### src/rtl/lphs_pkg.sv
// Shared types and constants, including the key-hash multipliers, for the hash set.
`default_nettype none
package lphs_pkg;
  localparam int unsigned TableEntriesDef = 1024;
  localparam int unsigned QueueDepth = 2;
  localparam logic [31:0] MixMulA = 32'h85ebca6b;
  localparam logic [31:0] MixMulB = 32'hc2b2ae35;

  // Command codes.
  localparam logic CmdLookup = 1'b0;
  localparam logic CmdInsert = 1'b1;

  // One item after the front part has hashed it.
  typedef struct packed {
    logic        cmd;
    logic [31:0] key;
    logic [31:0] hash;
  } lphs_job_t;
endpackage
`default_nettype wire

### src/rtl/lphs_queue.sv
// Short queue of hashed items between the front and back parts.
`default_nettype none
module lphs_queue
  import lphs_pkg::*;
(
  input  wire logic      clk_i,
  input  wire logic      rst_ni,
  input  wire logic      push_i,
  input  lphs_job_t      push_data_i,
  output logic           space_o,
  input  wire logic      pop_i,
  output logic           avail_o,
  output lphs_job_t      pop_data_o
);
  localparam int unsigned PtrW = $clog2(QueueDepth);
  lphs_job_t       store_q [QueueDepth];
  logic [PtrW-1:0] wr_q, rd_q;
  logic [PtrW:0]   cnt_q;

  assign space_o    = cnt_q != (PtrW+1)'(QueueDepth);
  assign avail_o    = cnt_q != '0;
  assign pop_data_o = store_q[rd_q];

  // Pointers and fill count.
  always_ff @(posedge clk_i or negedge rst_ni) begin
    if (!rst_ni) begin
      wr_q  <= '0;
      rd_q  <= '0;
      cnt_q <= '0;
    end else begin
      if (push_i) wr_q <= (wr_q == PtrW'(QueueDepth-1)) ? '0 : wr_q + 1'b1;
      if (pop_i)  rd_q <= (rd_q == PtrW'(QueueDepth-1)) ? '0 : rd_q + 1'b1;
      cnt_q <= cnt_q + (PtrW+1)'(push_i) - (PtrW+1)'(pop_i);
    end
  end

  // Entry storage.
  always_ff @(posedge clk_i) begin
    if (push_i) store_q[wr_q] <= push_data_i;
  end
endmodule
`default_nettype wire

### config.mk
export PLATFORM = sky130hd
export DESIGN_NAME = lphs_queue
export DESIGN_NICKNAME = d
export VERILOG_FILES = /design/src/rtl/lphs_pkg.sv /design/src/rtl/lphs_queue.sv
export SDC_FILE = /design/constraint.sdc
export NUM_CORES = 1
export LEC_CHECK = 0
export BUFFER_PORTS_ARGS = -buffer_cell sky130_fd_sc_hd__buf_4
export CAP_MARGIN = 20
export CORE_MARGIN = 4
export CORE_UTILIZATION = 40
export DETAILED_ROUTE_END_ITERATION = 7
export GPL_ROUTABILITY_DRIVEN = 1
export PLACE_DENSITY_LB_ADDON = 0.08
export SYNTH_ARGS = -nofsm -noshare
export SYNTH_HDL_FRONTEND = slang
export SYNTH_SLANG_ARGS = --single-unit
### constraint.sdc
create_clock -name clk_i -period 3.7 [get_ports clk_i]
set_input_delay 0.555 -clock clk_i [delete_from_list [all_inputs] [get_ports clk_i]]
set_output_delay 0.555 -clock clk_i [all_outputs]
set_load 0.005 [all_outputs]
After elaboration in Yosys (flattened, before gate mapping)
Memory sizes are Yosys's and may differ from the RTL's.
Cells that the tools add are included.
{ "totals": {"reg_bits": 4, "ramBits": 130, "inputBits": 69, "output_inout_bits": 67, "elab_cells": 14, "memories": 1} }
{ "op_classes": {"n_addsub": 4, "n_eq_ne": 1, "mux": 4, "reduce_logical": 1} }
{ "mem_list": {"columns": ["name", "words", "word_bits", "read_ports", "rd_clocked_by_memory_dff", "wr", "line_no", "source"], "rows": [
  ["store_q", 2, 65, 1, 0, 1, "lphs_queue.sv:16", "lphs_job_t store_q [QueueDepth];"]
]} }
{ "op_table": {"columns": ["op", "count"], "rows": [
  ["two-way mux 1 bit", 4],
  ["adder 1 bit, second input constant", 2],
  ["adder 2 x 1 -> 2 bit", 1],
  ["inequality test 2 bit, second input constant", 1],
  ["nonzero test 2 bit", 1],
  ["subtractor 2 x 1 -> 2 bit", 1]
]} }

Depth between registers and ports, before layout
{ "depth": {"depth_word": 2, "depth_mapped": 5, "ltp_nobuf": 5} }

Worst setup path after synthesis
OpenSTA, ideal clock, no wires.
{ "synth_path": {"kind": "input port to flip-flop", "startpoint": "in push_i", "endpoint": "mem store_q[0][0] (netlist bit) (enable)", "setup_ns": 0.496, "arrival_time_ns": 3.412, "required_time_ns": 3.204, "slack_ns": -0.208, "path_stages": 1, "n_path_buf": 0, "path_cell_list": "nor2b_1"} }
{ "synth_via": {"elab_chain_cells": 2} }
{ "synth_lines": {"columns": ["item", "line_no", "source"], "rows": [
  ["start: declaration", "lphs_queue.sv:8", "input wire logic push_i,"],
  ["two-way mux 1 bit", "lphs_queue.sv:39", "if (push_i) store_q[wr_q] <= push_data_i;"],
  ["two-way mux 1 bit (not written as such)", "lphs_queue.sv:39", null],
  ["end: declaration", "lphs_queue.sv:16", null]
]} }
No other way between the ends.

==> out/results.ini <==
[detailed_routing]
viasPerCell=4.43
wl_mm=9.01
drt_pre_antenna_iters=4
wl_met1_mm=3.74
met2_length_mm=4.34
route.detailed.drc=0
drtAntennaViolNets=0
routed.top_layer=met4
avgRoutedWirePerCell_um=16.4
num_vias=2436
wl_met3_um=806
first_iter_violations=137

[clocking]
clkTransAtPathRegs_ns=0.06
cts.path.max_buffers=2
cts_tree=built
htree_levels=4
numCtsBuffers=17
clock-root-buffer=clkbuf_16
cts_setup_buffers=0
numClockSinks=134
insertion_delay_ns=0.41

[synth]
synth_common_cells=edfxtp_1 (130), mux2_4 (40), mux2_2 (25)
ys.flop_type=edfxtp_1
synthCells=217
syn_avg_cell_area_um2=23.3
yosysUniqueCellTypes=14
synthesis.area_um2=5050
synth-edff-count=130
synth_area_leaders=edfxtp_1 (77%), mux2_4 (12%), mux2_2 (5.6%)
yosysSeqAreaShare_pct=79.3
yosysMostFrequentCell=edfxtp_1
synth_nets=288
async_flop_share_pct=2.99
yosys_warnings=0
synth_top_area_share_pct=77.3
synth_area_leader_cell=edfxtp_1
yosys_register_bits=134

[grt]
grt_pass1_vias=2636
grt_pass1_wl_mm=13.9
antenna_found_initial=0
grt_max_degree=53
grt_usage_pct=13.1
grt_overflow=0

[power]
ir_worst_vdd_v=0.000457
power_leakage_uw=0.00270
powerDensity_nw_per_um2=743

[placement]
dp_hpwl_mm=5.96
io_buffers=135
routabilityCongestion=0.722
place_ws_ns=1.46

[worst_setup_path]
worst-r2r-setup-slack_ns=1.91
cp.required_ns=3.14
path_delay_family=flip-flops
critPathLaunchType=flop
worst_path_max_delay_cell=dfrtp_4
cp_max_fo=34
r2r_cells=2
critPathBufInv=2
reg2reg_from=wr_q$_DFFE_PN0P_
crit_path_end_kind=primary output
critPathArrivalTime_ns=2.09
crit_type=flop to primary output
r2r-end=store_q[0][7]$_DFFE_PP_
critPathMaxStageDelay_ns=0.81
crit_path_cell_trace=buf_12, mux2_2, buf_4

[floorplanning]
die_h_um=120
dieArea_um2=14500
placementRows=40
core_um2=12200
die_w_um=120
io_pins=136
start_util_pct=41.5

[sta]
fin_crit_ns=2.64
setup_slack_ns=1.06
grt_setup_unrepaired=false
setup_viol=0
fin_setup_tns_ns=0
slew_viol_final=0
fin_crit_sh_pct=71.5
worst_clock_skew_ns=0.00975
fmax_ghz=0.378
hold_violations=0
tightestPinTransition_ns=0.912
relSlewSlack_pct=39.1

[finish]
fillers=962
syn_to_final_growth_pct=34.6
drive_gt1_share_pct=61.8
num_antenna_cells=0
nets=440

[job]
drv_cap=0

[run_status]
run_status=finished, final reports clean

[worst_hold_path]
holdPathStages=1
hold_end=store_q[0][60]$_DFFE_PP_
hold_start=push_data_i[60]
worst_hold_path_type=primary input to flop

==> stage by stage <==
step / cell area, um2 / instances / util (%) / hold slack [ns] / total power, uW
floorplan: 5050 / 217 / - / 0.259 / 3020
global placement: 6290 / 517 / 51.7 / 0.354 / 3710
detailed placement: 6290 / 517 / 51.7 / 0.356 / 3720
CTS: 6800 / 550 / 55.9 / 0.308 / 5130
global route: 6800 / 550 / 55.9 / 0.299 / 5320
finish: 6800 / 550 / 55.9 / 0.322 / 5050
==> logic make-up (layout without fill, tap and decap cells) <==
| kind of cell | count (synthesis) | in the layout | synth area share [%] |
|---|---|---|---|
| fa+ha+maj | 2 | 2 | 0.495 |
| flops | 134 | 134 | 79.3 |
| mux | 65 | 65 | 17.5 |
| xor+xnor | 3 | 3 | 0.817 |
| buf+inv | 9 | 174 | 1.46 |
| simple gates | 4 | 4 | 0.496 |
==> layer usage <==
metal	GRT usage [%]	vias to the layer above
met3	6.83	10
met2	20.1	91
met1	15.3	1174
met5	0	-
met4	5.74	0
li1	-	1161
==> cell usage in the layout (no fill, tap or decap) <==
master and count:
nor2b_4 1, mux2_4 40, dfrtp_1 3, or2_2 1
buf_4 136, mux2_2 25, clkinvlp_4 1, edfxtp_1 130
ha_1 2, nand2b_1 1, and2_2 1, dlygate4sd3_1 1
clkinv_1 3, dfrtp_4 1, buf_12 3, xor2_1 2
clkbuf_16 17, xor3_1 1, clkinv_2 10, inv_1 2
clkbuf_1 1
==> sequential cells by signal, summed over array words and instances (netlist names) <==
register and flops:
cnt_q 2, rd_q 1, store_q 130, wr_q 1
==> how the worst max path moves through the flow <==
stage	cells past startpoint	endpoint	startpoint	slack (ns)
2_1_floorplan	1	store_q[0][0]$_DFFE_PP_	push_i	1.01
3_3_place_gp	3	pop_data_o[54]	rd_q$_DFFE_PN0P_	1.48
3_5_place_dp	3	pop_data_o[61]	rd_q$_DFFE_PN0P_	1.46
4_1_cts	3	pop_data_o[61]	rd_q$_DFFE_PN0P_	1.01
5_1_grt	3	pop_data_o[61]	rd_q$_DFFE_PN0P_	0.95
6_report	3	pop_data_o[61]	rd_q$_DFFE_PN0P_	1.06
==> timing repair <==
| item | 4_1_cts | 5_1_grt |
|---|---|---|
| endpoints found under the hold margin | 4 | 0 |
| hold buffers | 1 | 0 |
| gates resized for setup | 0 | 0 |
==> final cells by class <==
cell class,instances,area [um2],share of cell area (%)
Clock inverter,14,68.8,1.01
Sequential cell,134,4010,59.0
Clock buffer,18,429,6.31
Timing Repair Buffer,140,1090,16.1
Multi-Input combinational cell,74,982,14.5
Tap cell,168,210,3.09
Inverter,2,7.51,0.110
==> where the power goes <==
part           switching (uW)  leakage (uW)  internal [uW]
Combinational             546       0.00118            920
Clock                     565      0.000255            831
Sequential                166       0.00127           2020
Power figures use the tool's default switching activity.
