## config.mk

```make
export PLATFORM = sky130hd
export DESIGN_NAME = lphs_front
export DESIGN_NICKNAME = d
export VERILOG_FILES = /design/src/rtl/lphs_pkg.sv /design/src/rtl/lphs_front.sv
export SDC_FILE = /design/constraint.sdc
export NUM_CORES = 1
export LEC_CHECK = 0
export BUFFER_PORTS_ARGS = -buffer_cell sky130_fd_sc_hd__buf_4
export CAP_MARGIN = 10
export CORE_MARGIN = 4
export CORE_UTILIZATION = 31
export CTS_BUF_LIST = sky130_fd_sc_hd__clkbuf_16
export DETAILED_ROUTE_END_ITERATION = 7
export SETUP_SLACK_MARGIN = 0.4
export SYNTH_ARGS = -nofsm -noshare
export SYNTH_HDL_FRONTEND = slang
export SYNTH_SLANG_ARGS = --single-unit
```

## constraint.sdc

```tcl
create_clock -name clk_i -period 8.2 [get_ports clk_i]
set_input_delay 0.41 -clock clk_i [delete_from_list [all_inputs] [get_ports clk_i]]
set_output_delay 0.41 -clock clk_i [all_outputs]
set_load 0.1 [all_outputs]
```

## src/rtl/lphs_pkg.sv

```systemverilog
// Shared types and constants, including the key-hash multipliers, for the hash set.
`default_nettype none
package lphs_pkg;
  localparam int unsigned TableEntriesDef = 1024;
  localparam int unsigned QueueDepth = 2;
  localparam logic [31:0] MixMulA = 32'h85ebca6b;
  localparam logic [31:0] MixMulB = 32'hc2b2ae35;

  // Command codes.
  localparam logic CmdLookup = 1'b0;
  localparam logic CmdInsert = 1'b1;

  // One item after the front part has hashed it.
  typedef struct packed {
    logic        cmd;
    logic [31:0] key;
    logic [31:0] hash;
  } lphs_job_t;
endpackage
`default_nettype wire

```

## src/rtl/lphs_front.sv

```systemverilog
// Front part: accepts items and hashes the key over two multiply stages.
`default_nettype none
module lphs_front
  import lphs_pkg::*;
(
  input  wire logic        clk_i,
  input  wire logic        rst_ni,
  input  wire logic        in_valid_i,
  input  wire logic        in_cmd_i,
  input  wire logic [31:0] in_key_i,
  input  wire logic        q_space_i,
  output logic             front_busy_o,
  output logic             job_valid_o,
  output lphs_job_t        job_o
);
  logic        s1_valid_q, s2_valid_q;
  logic        s1_cmd_q, s2_cmd_q;
  logic [31:0] s1_key_q, s2_key_q, s1_mix_q, s2_mix_q;
  logic [31:0] s1_mix_d, s2_mix_d, x1, x2;

  // The front holds one item at a time; it waits for queue space at the end.
  assign front_busy_o = s1_valid_q | s2_valid_q;
  assign job_valid_o  = s2_valid_q;

  always_comb begin
    x1       = in_key_i ^ (in_key_i >> 16);
    s1_mix_d = x1 * MixMulA;
    x2       = s1_mix_q ^ (s1_mix_q >> 13);
    s2_mix_d = x2 * MixMulB;
  end

  always_comb begin
    job_o.cmd  = s2_cmd_q;
    job_o.key  = s2_key_q;
    job_o.hash = s2_mix_q ^ (s2_mix_q >> 16);
  end

  // Control flags of the two stages.
  always_ff @(posedge clk_i or negedge rst_ni) begin
    if (!rst_ni) begin
      s1_valid_q <= 1'b0;
      s2_valid_q <= 1'b0;
    end else begin
      if (in_valid_i) s1_valid_q <= 1'b1;
      else if (s1_valid_q) s1_valid_q <= 1'b0;
      if (s1_valid_q) s2_valid_q <= 1'b1;
      else if (s2_valid_q && q_space_i) s2_valid_q <= 1'b0;
    end
  end

  // Payload of the two stages.
  always_ff @(posedge clk_i) begin
    if (in_valid_i) begin
      s1_cmd_q <= in_cmd_i;
      s1_key_q <= in_key_i;
      s1_mix_q <= s1_mix_d;
    end
    if (s1_valid_q) begin
      s2_cmd_q <= s1_cmd_q;
      s2_key_q <= s1_key_q;
      s2_mix_q <= s2_mix_d;
    end
  end
endmodule
`default_nettype wire

```

After elaboration in Yosys (flattened, before gate mapping)

Index checks and enable logic that the tools add are counted.

Register bits: 132
Output and inout port bits: 67

Multipliers: 2
Bitwise operators: 4
Mux-type cells: 3
Reductions and logical operators: 2

Operators with widths:

| cell                                                                  | number |
|---|---|
| 32-bit by 16-bit bitwise XOR with 32-bit output                       | 2 |
| 32-bit by 31-bit multiplier with 32-bit output, second input constant | 1 |
| 32-bit by 32-bit multiplier with 32-bit output, second input constant | 1 |
| 32-bit by 19-bit bitwise XOR with 32-bit output                       | 1 |
| 1-bit two-way mux                                                     | 3 |
| 2-bit nonzero test                                                    | 1 |
| 1-bit logical AND                                                     | 1 |
| 1-bit OR                                                              | 1 |

Depth between registers and ports, before layout

Gate-level depths: netlist (run 1).

Word-level depth: 3
Mapped depth: 26

Worst setup path before layout (run 1)

OpenSTA, ideal clock, no wires.

Kind: reg-to-reg
From: register s1_mix_q[21]
To: register s2_mix_q[31], data pin
Slack: 1.413 ns
Data arrival time: 6.529 ns
Stages on the path, launching flop included: 23
Setup time: 0.258 ns
Path through: edfxtp_1 > xor2_1 > ha_1 > fa_1 > fa_1 > inv_1 > fa_1 > inv_1 > fa_1 > fa_1 > fa_1 > inv_1 > fa_1 > inv_1 > ha_1 > a21o_1 > a21o_1 > a21o_1 > a21o_1 > a21oi_1 > a41oi_1 > a221o_1 > xnor2_1

Longest elaborated chain between the ends: 2

Ends and longest elaborated chain:

| element                                         | line             | text |
|---|---|---|
| start, declared                                 | lphs_front.sv:18 | `logic [31:0] s1_key_q, s2_key_q, s1_mix_q, s2_mix_q;` |
| start signal, assigned                          | lphs_front.sv:56 | `s1_mix_q <= s1_mix_d;` |
| 32-bit by 19-bit bitwise XOR with 32-bit output | lphs_front.sv:28 | `x2 = s1_mix_q ^ (s1_mix_q >> 13);` |
| 32-bit by 31-bit multiplier with 32-bit output  | lphs_front.sv:29 | `s2_mix_d = x2 * MixMulB;` |
| named net s2_mix_d[31]                          | lphs_front.sv:19 | `logic [31:0] s1_mix_d, s2_mix_d, x1, x2;` |
| end signal, assigned                            | lphs_front.sv:61 | `s2_mix_q <= s2_mix_d;` |
| end, declared                                   | lphs_front.sv:18 |  |

The timed path passes the listed nets, and every way through them passes these cells.
A chain may end at the register's enable or synchronous reset.

Final worst setup path (run 1)

From: register s1_mix_q[27]
To: register s2_mix_q[31], data pin

The elaborated chain is that of the path after synthesis.

==> run_results.csv, run 1 <==
group,metric,value,unit
cts,cts_max_level,4,
worst_setup_path,critical_path_class,"reg2reg",
placement,dp_hpwl,50.1,mm
worst_setup_path,cp-end-kind,"register",
sta,relSlewSlack,0.351,
worst_setup_path,crit_path_cell_trace,"xor2_1 > ha_1 > ha_1 > fa_1 > inv_1 > fa_1 > inv_1 > fa_1 > fa_1 > fa_1 > inv_1 > fa_1 > inv_1 > ha_1 > a21o_1 > a21o_1 > a21o_1 > a21o_1 > a21oi_1 > a41oi_1 > a221o_1 > xnor2_1",
layout,mostFrequentLayoutCells,"630 x inv_1, 389 x fa_1, 373 x ha_1, 130 x edfxtp_1, 126 x buf_4",
layout,drive_above_1_share,0.0844,
logic_synthesis,netlist_instances,1958,
hold_path,holdCritPathClass,"in2reg",
logic_synthesis,avgSynthCellArea,11.2,sq um
route,drt_wl_total,56.3,mm
die,die_width,274,um
logic_synthesis,ys_seq_area_frac,0.180,
placement,pre_cts_slack,924,ps
die,rows,97,
cts,clockRootBuffer,"clkbuf_16",
cts,path_clk_slew,70,ps
sta,drv_slew,0,
worst_setup_path,path_buf_inv,4,
logic_synthesis,netlist_area,22000,sq um
worst_setup_path,crit_arrival,7410,ps
placement,place.gp.congestion,0.982,
run,max_cap_viol_count,0,
route,ant_nets,0,
layout,area_growth,11.9,%
die,initial_core_util,0.313,
global_routing,grt_pass1_vias,15300,
layout,nFillCells,7034,
sta,hold_viol_final,0,
logic_synthesis,ys.flop_type,"edfxtp_1",
sta,clock_skew,21.2,ps
die,ios,104,
sta,fmax,0.139,GHz
route,drtIter0Drc,736,
global_routing,grt_first_pass_wirelength,87.9,mm
worst_setup_path,crit_family,"adder cells",
cts,cts_made_buffers,17,
logic_synthesis,syn_nets,2757,
die,die_h,274,um
logic_synthesis,ys_seq_elements,132,
cts,cts_tree,"built",
global_routing,grtUsageTotal,0.155,
worst_setup_path,cp-start-kind,"register",
sta,min_period,7210,ps
worst_setup_path,critPathMostFrequentCell,"fa_1",
cts,cts.sink_count,132,
layout,fin_cells,3038,
global_routing,grt_max_degree,68,
logic_synthesis,synthArstFlopShare,0.0152,
global_routing,grt_overflow,0,
worst_setup_path,critPathMaxFanout,5,
layout,multiInputGateArea,15500,sq um
route,avgRoutedWirePerCell,18.5,um
sta,tns,0,ps
route,drt_pass1_iterations,5,
logic_synthesis,synth.distinct_cells,56,
global_routing,antenna_found_initial,0,
logic_synthesis,synth_edf_count,130,
die,die-area,75200,sq um
sta,period_share,0.880,
outcome,status,"completed",
sta,timing.final.ws_setup,988,ps
worst_setup_path,crit_cells,22,
layout,final_common_cell,"inv_1",
worst_setup_path,critical_path.max_stage_delay,590,ps
worst_setup_path,crit_required,8400,ps
route,vias,13500,
worst_setup_path,reg2reg_depth,22,
worst_setup_path,slowest_stage,"xor2_1",
route,route.detailed.drc,0,
placement,dp.cells,3004,
sta,rsz0062_at_grt,"no",
layout,nNetsFinal,2883,
cts,clk_latency,470,ps
sta,finalSetupViolCount,0,
cts,cts_buffer_depth,2,
sta,tightest_slew,974,ps
layout,layout.area.seq,3960,sq um
logic_synthesis,synth_warnings,0,
die,coreArea,70100,sq um
route,viasPerCell,4.45,
placement,io_buffers,103,
hold_path,min_path_cells,1,
[metrics by stage]
step	hold WS, ps	utilization	area (sq um)
floorplan	114	-	22000
global placement	193	0.341	24000
detailed placement	195	0.341	24000
CTS	97.6	0.350	24600
global route	106	0.350	24600
finish	135	0.350	24600
[synth_stat cells (2+ instances only)]
master / instances / area, sq um
and2_1: 4 / 25.0
inv_1: 630 / 2360
nand3_1: 2 / 10.0
o21ai_0: 11 / 55.1
and3_1: 6 / 37.5
a31oi_1: 8 / 50.1
o21a_1: 3 / 22.5
nand2b_1: 2 / 12.5
a21oi_1: 39 / 195
or2_2: 3 / 18.8
a21o_1: 23 / 173
or3_1: 5 / 31.3
fa_1: 389 / 7790
a211oi_2: 3 / 37.5
nor2_1: 29 / 109
o21bai_1: 14 / 105
nor2b_1: 3 / 18.8
xor2_1: 64 / 561
xnor2_1: 119 / 1040
ha_1: 373 / 4670
o211ai_1: 2 / 15.0
o21ai_1: 3 / 15.0
nand3b_1: 2 / 15.0
dfrtp_1: 2 / 50.1
buf_4: 17 / 128
edfxtp_1: 130 / 3900
a211oi_1: 7 / 52.6
nand4_1: 2 / 12.5
clkbuf_1: 3 / 11.3
nor3_1: 9 / 45.0
nand2_1: 26 / 97.6
[worst reg2reg max path: stages (launching register included)]
cell      delay (ps)
edfxtp_1         510
xor2_1           590
ha_1             420
ha_1             330
fa_1             510
inv_1             50
fa_1             480
inv_1             50
fa_1             480
fa_1             470
fa_1             520
inv_1             50
fa_1             470
inv_1             50
ha_1             340
a21o_1           180
a21o_1           190
a21o_1           210
a21o_1           220
a21oi_1          190
a41oi_1          200
a221o_1          340
xnor2_1          130
[cells by family (layout without fill, tap and decap cells)]
group / after synthesis / count (layout) / synth area share
compound gates: 135 / 135 / 0.0451
simple gates: 96 / 96 / 0.0210
buf+inv: 650 / 789 / 0.114
fa+ha+maj: 762 / 762 / 0.567
flops: 132 / 132 / 0.180
other cells: 0 / 1 / 0
xor+xnor: 183 / 183 / 0.0730
[final timing paths]
| check | startpoint | end | slack [ps] |
|---|---|---|---|
| worst max-delay path | s1_mix_q[27]$_DFFE_PP_ | s2_mix_q[31]$_DFFE_PP_ | 990 |
| worst min-delay path | in_key_i[14] | s1_key_q[14]$_DFFE_PP_ | 130 |
| worst max register to register | s1_mix_q[27]$_DFFE_PP_ | s2_mix_q[31]$_DFFE_PP_ | 990 |
| worst min register to register | s1_key_q[18]$_DFFE_PP_ | s2_key_q[18]$_DFFE_PP_ | 420 |
| max in group asynchronous | rst_ni | s1_valid_q$_DFF_PN0_ | 7810 |
| min in group asynchronous | rst_ni | s1_valid_q$_DFF_PN0_ | 290 |
[layout make-up]
class                   instances  share of cell area
diodes                          1            0.000102
clock buffers                  17              0.0173
clock inverters                15             0.00733
inverters                     630              0.0962
multi-input cells            1176               0.631
flip-flops and latches        132               0.161
well taps                     940              0.0479
repair buffers                127              0.0389
[routing by layer]
layer,share of wire,track usage,vias up
met5,0,0,-
met4,0.046,0.0688,0
met3,0.036,0.0219,112
met2,0.49,0.266,309
met1,0.43,0.196,6826
li1,-,-,6259
[state kept, by name, indices dropped and copies added (netlist names)]
name         flops
s1_key_q        32
s1_mix_q        32
s2_key_q        32
s2_mix_q        32
job_valid_o      1
s1_cmd_q         1
s1_valid_q       1
s2_cmd_q         1
[timing repair]
| action | in CTS | in global routing |
|---|---|---|
| buffers inserted | 0 | 0 |
| hold endpoints to repair | 2 | 0 |
| hold buffers | 1 | 0 |
| resized for setup | 0 | 0 |
Power of run 1 is not shown: default switching activity piles up to over one toggle a cycle in this logic, so the estimate is an artifact.
==> run 2, diff against run 1 <==
Clock period 8.2 ns to 8.87 ns, I/O delays scaled along.
==> run_results.csv, run 2 (synthesis gave the netlist of run 1 again) <==
group,metric,value,unit
cts,clk_latency,460,ps
sta,tns,0,ps
die,coreArea,70100,sq um
route,viasPerCell,4.41,
cts,clockRootBuffer,"clkbuf_16",
global_routing,grt_first_pass_wirelength,86.8,mm
worst_setup_path,rr_startpoint,"s1_mix_q[22]$_DFFE_PP_",
cts,cts_resized,0,
sta,finalSetupViolCount,0,
global_routing,grtUsageTotal,0.154,
layout,area_growth,11.2,%
layout,fin_area,24400,sq um
worst_setup_path,crit_required,9060,ps
layout,final_core_util,0.348,
global_routing,grt_pass1_vias,15100,
layout,drive_above_1_share,0.0769,
global_routing,grt_max_degree,68,
cts,cts_tree,"built",
sta,period_share,0.846,
route,met3_length,2.22,mm
outcome,status,"completed",
worst_setup_path,reg2reg_depth,22,
placement,dp_hpwl,49.9,mm
cts,cts.sink_count,132,
cts,cts_buffer_depth,2,
sta,relSlewSlack,0.289,
die,die_width,274,um
worst_setup_path,crit_arrival,7700,ps
sta,timing.final.ws_setup,1360,ps
route,avgRoutedWirePerCell,18.5,um
hold_path,min_path_cells,1,
sta,drv_slew,0,
hold_path,min_to,"s1_key_q[14]$_DFFE_PP_",
layout,mostFrequentLayoutCells,"630 x inv_1, 389 x fa_1, 373 x ha_1, 130 x edfxtp_1, 119 x xnor2_1",
worst_setup_path,cp-end-kind,"register",
worst_setup_path,critPathMaxFanout,7,
worst_setup_path,timing.rr.end,"s2_mix_q[31]$_DFFE_PP_",
cts,cts_made_buffers,17,
route,drtIter0Drc,783,
die,rows,97,
worst_setup_path,rrSetupSlack,1360,ps
global_routing,antenna_found_initial,1,
hold_path,min-delay-start,"in_key_i[14]",
route,ant_nets,0,
global_routing,grt_overflow,0,
route,drt_pass1_iterations,5,
placement,pre_cts_slack,1270,ps
sta,fmax,0.133,GHz
die,initial_core_util,0.313,
sta,min_period,7510,ps
route,top_layer,"met5",
placement,place.gp.congestion,0.979,
layout,nNetsFinal,2866,
sta,rsz0062_at_grt,"no",
sta,clock_skew,17.1,ps
route,drt_wl_total,56.0,mm
layout,diodes,0,
layout,final_common_cell,"inv_1",
placement,placed_area,23800,sq um
worst_setup_path,critical_path_class,"reg2reg",
sta,hold_viol_final,0,
sta,tightest_slew,1060,ps
route,vias,13300,
route,dr_wl_met2,28.1,mm
die,ios,104,
cts,path_clk_slew,80,ps
placement,io_buffers,103,
route,route.detailed.drc,0,
die,die-area,75200,sq um
die,die_h,274,um
hold_path,holdCritPathClass,"in2reg",
run,max_cap_viol_count,0,
route,wl_met1,23.7,mm
cts,cts_max_level,4,
cts,cts_setup_buffers,0,
worst_setup_path,cp-start-kind,"register",
[run 2: cell types whose count changed in the layout (fill, tap and decap cells not counted), sizes merged]
cell,delta
inv,+1
clkinv,-1
diode,-1
buf,-17
[run 2: how the worst max path moves through the flow]
stage / from / to / slack [ps]
final: s1_mix_q[22]$_DFFE_PP_ / s2_mix_q[31]$_DFFE_PP_ / 1360
after global routing: s1_mix_q[18]$_DFFE_PP_ / s2_mix_q[30]$_DFFE_PP_ / 1010
after CTS: s1_mix_q[22]$_DFFE_PP_ / s2_mix_q[31]$_DFFE_PP_ / 1320
after detailed placement: in_key_i[23] / s1_mix_q[31]$_DFFE_PP_ / 1270
after global placement: in_key_i[26] / s1_mix_q[31]$_DFFE_PP_ / 1330
after floorplan: s1_mix_q[21]$_DFFE_PP_ / s2_mix_q[31]$_DFFE_PP_ / 2080
[run 2: layer usage]
| metal | track usage | up-vias |
|---|---|---|
| met5 | 0 | - |
| met4 | 0.0563 | 2 |
| met3 | 0.0253 | 86 |
| met2 | 0.266 | 277 |
| met1 | 0.195 | 6730 |
| li1 | - | 6225 |
[run 2: worst max-delay path, cell delays in order, from the launching register on]
cell and delay, ps:
edfxtp_1 660, xor2_1 510, ha_1 400, fa_1 470, fa_1 540, inv_1 60
fa_1 510, inv_1 70, fa_1 480, fa_1 510, fa_1 490, inv_1 50
fa_1 470, inv_1 40, ha_1 340, a21o_1 180, a21o_1 170, a21o_1 190
a21o_1 230, a21oi_1 210, a41oi_1 180, a221o_1 340, xnor2_1 140
[run 2: final cells by class]
type                       count  area [sq um]
fill                        7131         45700
multi-input combinational   1176         15500
sequential                   132          3960
inverter                     630          2360
tap                          940          1180
timing repair buffer         110           828
clock buffer                  17           425
clock inverter                15           161
[run 2: per-stage QoR]
stage	std cells	hold slack, ps
after floorplan	1958	148
after global placement	2987	226
after detailed placement	2987	231
after CTS	3020	137
after global routing	3020	142
final	3020	162
[run 2: what timing repair did]
action,CTS,global route
hold endpoints to repair,2,0
hold buffers,1,0
setup endpoints to repair,0,0
Power of run 2 is left out for the same reason.
